===== src/sv/crtl_ram.sv =====
// ----------------------------------------------------------------------------
// crtl_ram
// Generic single-write, single-read RAM with registered read data.
// ----------------------------------------------------------------------------
`default_nettype none

module crtl_ram #(
    parameter int WIDTH = 8,
    parameter int DEPTH = 16
) (
    input  wire logic                     i_clk,
    input  wire logic                     i_we,
    input  wire logic [$clog2(DEPTH)-1:0] i_waddr,
    input  wire logic [WIDTH-1:0]         i_wdata,
    input  wire logic [$clog2(DEPTH)-1:0] i_raddr,
    output logic      [WIDTH-1:0]         o_rdata
);

    logic [WIDTH-1:0] r_mem [DEPTH];
    logic [WIDTH-1:0] r_rdata;

    always_ff @(posedge i_clk) begin
        if (i_we) begin
            r_mem[i_waddr] <= i_wdata;
        end
        r_rdata <= r_mem[i_raddr];
    end

    assign o_rdata = r_rdata;

endmodule

`default_nettype wire


===== config.mk =====
export PLATFORM = sky130hd
export DESIGN_NAME = crtl_ram
export DESIGN_NICKNAME = d
export VERILOG_FILES = /design/src/sv/crtl_ram.sv
export SDC_FILE = /design/constraint.sdc
export NUM_CORES = 1
export LEC_CHECK = 0
export ABC_AREA = 1
export BUFFER_PORTS_ARGS = -buffer_cell sky130_fd_sc_hd__buf_2
export CAP_MARGIN = 15
export CORE_MARGIN = 2
export CORE_UTILIZATION = 55
export DETAILED_ROUTE_END_ITERATION = 8
export PLACE_DENSITY = 0.72
export SLEW_MARGIN = 10
export SYNTH_ARGS = -nofsm -noshare
export SYNTH_HDL_FRONTEND = slang
export SYNTH_SLANG_ARGS = --single-unit

===== constraint.sdc =====
create_clock -name i_clk -period 1.48 [get_ports i_clk]
set_input_delay 0.444 -clock i_clk [delete_from_list [all_inputs] [get_ports i_clk]]
set_output_delay 0.444 -clock i_clk [all_outputs]
set_load 0.005 [all_outputs]

Yosys cells after proc, flatten, opt, wreduce, memory -nomap -nowiden
Memories as Yosys holds them, arrays and structs flattened. A register that Yosys moved wholly into a read port is not among the register bits.
Cells that the tools add are included.
{"block": "classes", "mux": 2}
{"op": "$mux 1", "n": 2}
{"block": "word_totals", "regBits": 0, "mem_bits_rw": 128, "input_bits": 18, "n_memories": 1}
{"name": "r_mem", "depth": 16, "width": 8, "rd": 1, "rd_clocked_by_memory_dff": 1, "wr": 1, "line": "19", "text": "logic [WIDTH-1:0] r_mem [DEPTH];"}

Longest topological paths before layout
{"block": "depth", "ltp_word": 2, "mapped_depth": 8, "depth_no_buf": 7}

Least setup slack after synthesis
Ideal clock, no wire load.
{"block": "synth_path", "path_type": "in2reg", "start": "input port i_waddr[3]", "end": "memory r_mem[4][0] (enable)", "setup_time_ns": 0.370, "arrival_ns": 1.025, "t_required_ns": 1.110, "slack_ns": 0.085, "path_stages": 2, "path_buffers": 0, "cell_sequence": "nand3b_1 > nor2_1"}
{"item": "start: declaration", "line": "13", "text": "input wire logic [$clog2(DEPTH)-1:0] i_waddr,"}
{"item": "end: declaration", "line": "19"}
No word-level cell before the write port.

Worst setup path after layout
{"block": "layout_path", "start": "register r_rdata[3], in the netlist o_rdata[3] (read register of r_mem)", "end": "output port o_rdata[3]"}
{"item": "start: declaration", "line": "20", "text": "logic [WIDTH-1:0] r_rdata;"}
{"item": "end: declaration", "line": "16", "text": "output logic [WIDTH-1:0] o_rdata"}
No word-level cell between the ends.

==> qor.yml <==
h-tree-depth: 4
outcome: "complete, no violations"
path_cells: "buf_2"
synth_top_cell_by_area: "edfxtp_1"
drtAntennaViolNets: 0
routedWlPerCell_um: 17.3
grt_pass1_wl_mm: 19.9
r2r_setup_slack_ps: 450
cpPeakStageDelay_ps: 350
grt_most_used_layer: "met2"
n_antenna_cell: 0
io_buffers: 25
grt_max_degree: 30
ys_warn_count: 0
drt-initial-drc-count: 327
p_per_area_nw_per_um2: 1260
nFillCells: 792
max-slew-margin-rel_pct: 72.4
place_inst: 721
finalSetupViolations: 0
path_clk_slew_ps: 60
num_rows: 37
final_common_cell: "nand2_1"
critPathSlowestCell: "dfxtp_2"
path_buf_inv: 1
p_leak_nw: 2.97
start_kind: "register"
fin_hold_ws_ps: 323
ys_seq_area_share_pct: 69.4
cts_tree: "built"
holdPathStages: 1
rsz0062_at_grt: "true"
netlist.area_leader.share_pct: 66.7
post-route-util_pct: 66.0
syn-num-nets: 569
antenna_found_initial: 0
clock-root-buffer: "clkbuf_8"
cts_made_buffers: 17
vias: 3924
synth_cell_types: 12
max_freq_mhz: 696
track_usage_pct: 24.8
reg2regPathDepth: 6
die_x_um: 106
path_max_fanout: 1
holdCritStartpoint: "i_wdata[2]"
cts_setup_buffers: 0
cts_sinks: 136
overflow: 0
max-vdd-ir-drop_v: 0.000887
required_ps: 1040
multiInputGateArea_sq_um: 1210
drive_gt1_share_pct: 14.3
tightest_slew_ps: 414
seq_area_sq_um: 4010
synth_area_sq_um: 5770
grt_pass1_vias: 3697
final_hold_viol_count: 0
worstSetupPathType: "reg2out"
period_share_pct: 97.1
io_pins: 26
synthTopCellsByArea: "edfxtp_1, nand2_1, nand3_1"
maxSlewViolCount: 0
area.growth.synth_to_final_pct: 17.1
end_kind: "output pin"
cpLargestDelayFamily: "flip-flops"
skew_ps: 8.90
fin_cells: 753
min_path_type: "in2reg"
gr-usage-met2_pct: 37.4
dieArea_sq_um: 11300
clockBufferDepth: 2
worstReg2RegEnd: "o_rdata[1]"
clock_latency_ps: 530
wirelength_mm: 13.0
drv_cap: 0
die_h_um: 106
gp_congestion: 0.896
drc_errors: 0
grt.met1_usage_pct: 33.2
layout.nets: 622
syn_avg_cell_area_sq_um: 10.5
fin_crit_ps: 1440
fin_tns_setup_ps: 0
use_met3_pct: 8.22
p_total_mw: 8.50
synth_cells: 551
rr_startpoint: "r_mem[8][1]"
holdPathEnd: "r_mem[10][2]"
core_region_area_sq_um: 10200
start_util_pct: 56.4
vias_per_cell: 5.21
ys_ff_latch: 136
drtPass1Iterations: 4
final_cell_mix: "nand2_1, edfxtp_1, inv_1"
dp_hpwl_mm: 8.20
critical_path_arrival_ps: 990
-- what timing repair did --
item | 4_1_cts | 5_1_grt
endpoints found under the setup margin | 2 | 3
hold buffers | 0 | 0
resized for setup | 2 | 2
-- worst register-to-register path: stages (launching register included) --
cell and delay (ps):
edfxtp_1 360, inv_1 70, nand2_1 60, nand3_1 80, nand3_1 140, nand3_1 150
nand2_1 60
-- layer usage --
metal / routed length (um) / vias to the layer above
li1: - / 1876
met1: 5640 / 1862
met2: 6130 / 170
met3: 954 / 16
met4: 273 / 0
met5: 0 / -
-- sequential cells by signal (all words and copies together) (netlist names) --
| signal | flops |
|---|---|
| r_mem | 128 |
| o_rdata | 8 |
-- area by class of cell --
class	count	share of cell area [%]
clock inverter	5	0.352
inverter	102	5.67
sequential	136	59.4
multi-input combinational	289	18.0
clock buffer	27	7.13
timing repair buffer	58	7.00
tap	136	2.52
-- worst max-delay path by stage --
stage	start	endpoint	slack (ps)	cells past startpoint
6_report	o_rdata[3]	o_rdata[3]	40	1
5_1_grt	o_rdata[3]	o_rdata[3]	-2	1
3_5_place_dp	i_raddr[0]	o_rdata[1]	-140	8
4_1_cts	o_rdata[6]	o_rdata[6]	10	1
3_3_place_gp	i_raddr[0]	o_rdata[1]	-70	8
2_1_floorplan	i_waddr[3]	r_mem[4][0]	90	2
-- cell usage after synthesis --
library cell  instances
buf_4                 4
nor2_1               17
buf_2                13
dfxtp_1               8
buf_6                 6
nand3_1              97
buf_1                 1
edfxtp_1            128
nand3b_1              2
nand2_1             173
inv_1               100
inv_2                 2
-- kinds of logic (layout without fill, tap and decap cells) --
logic type / after synthesis / count (layout) / share of synthesized area, %
AND/OR/NAND/NOR: 289 / 289 / 21.0
flip-flops: 136 / 136 / 69.4
buffers and inverters: 126 / 192 / 9.52
-- metrics by stage --
| stage | area, sq um | setup WS [ps] |
|---|---|---|
| after floorplan | 5770 | 85.2 |
| after global placement | 6240 | -69.9 |
| after detailed placement | 6240 | -138 |
| after CTS | 6750 | 10.4 |
| after global routing | 6750 | -1.68 |
| final | 6750 | 42.5 |
-- power breakdown --
group	internal (mW)	switching (mW)
clock	2.17	1.41
sequential	4.31	0.0321
combinational	0.200	0.379
Power figures use the tool's default switching activity.
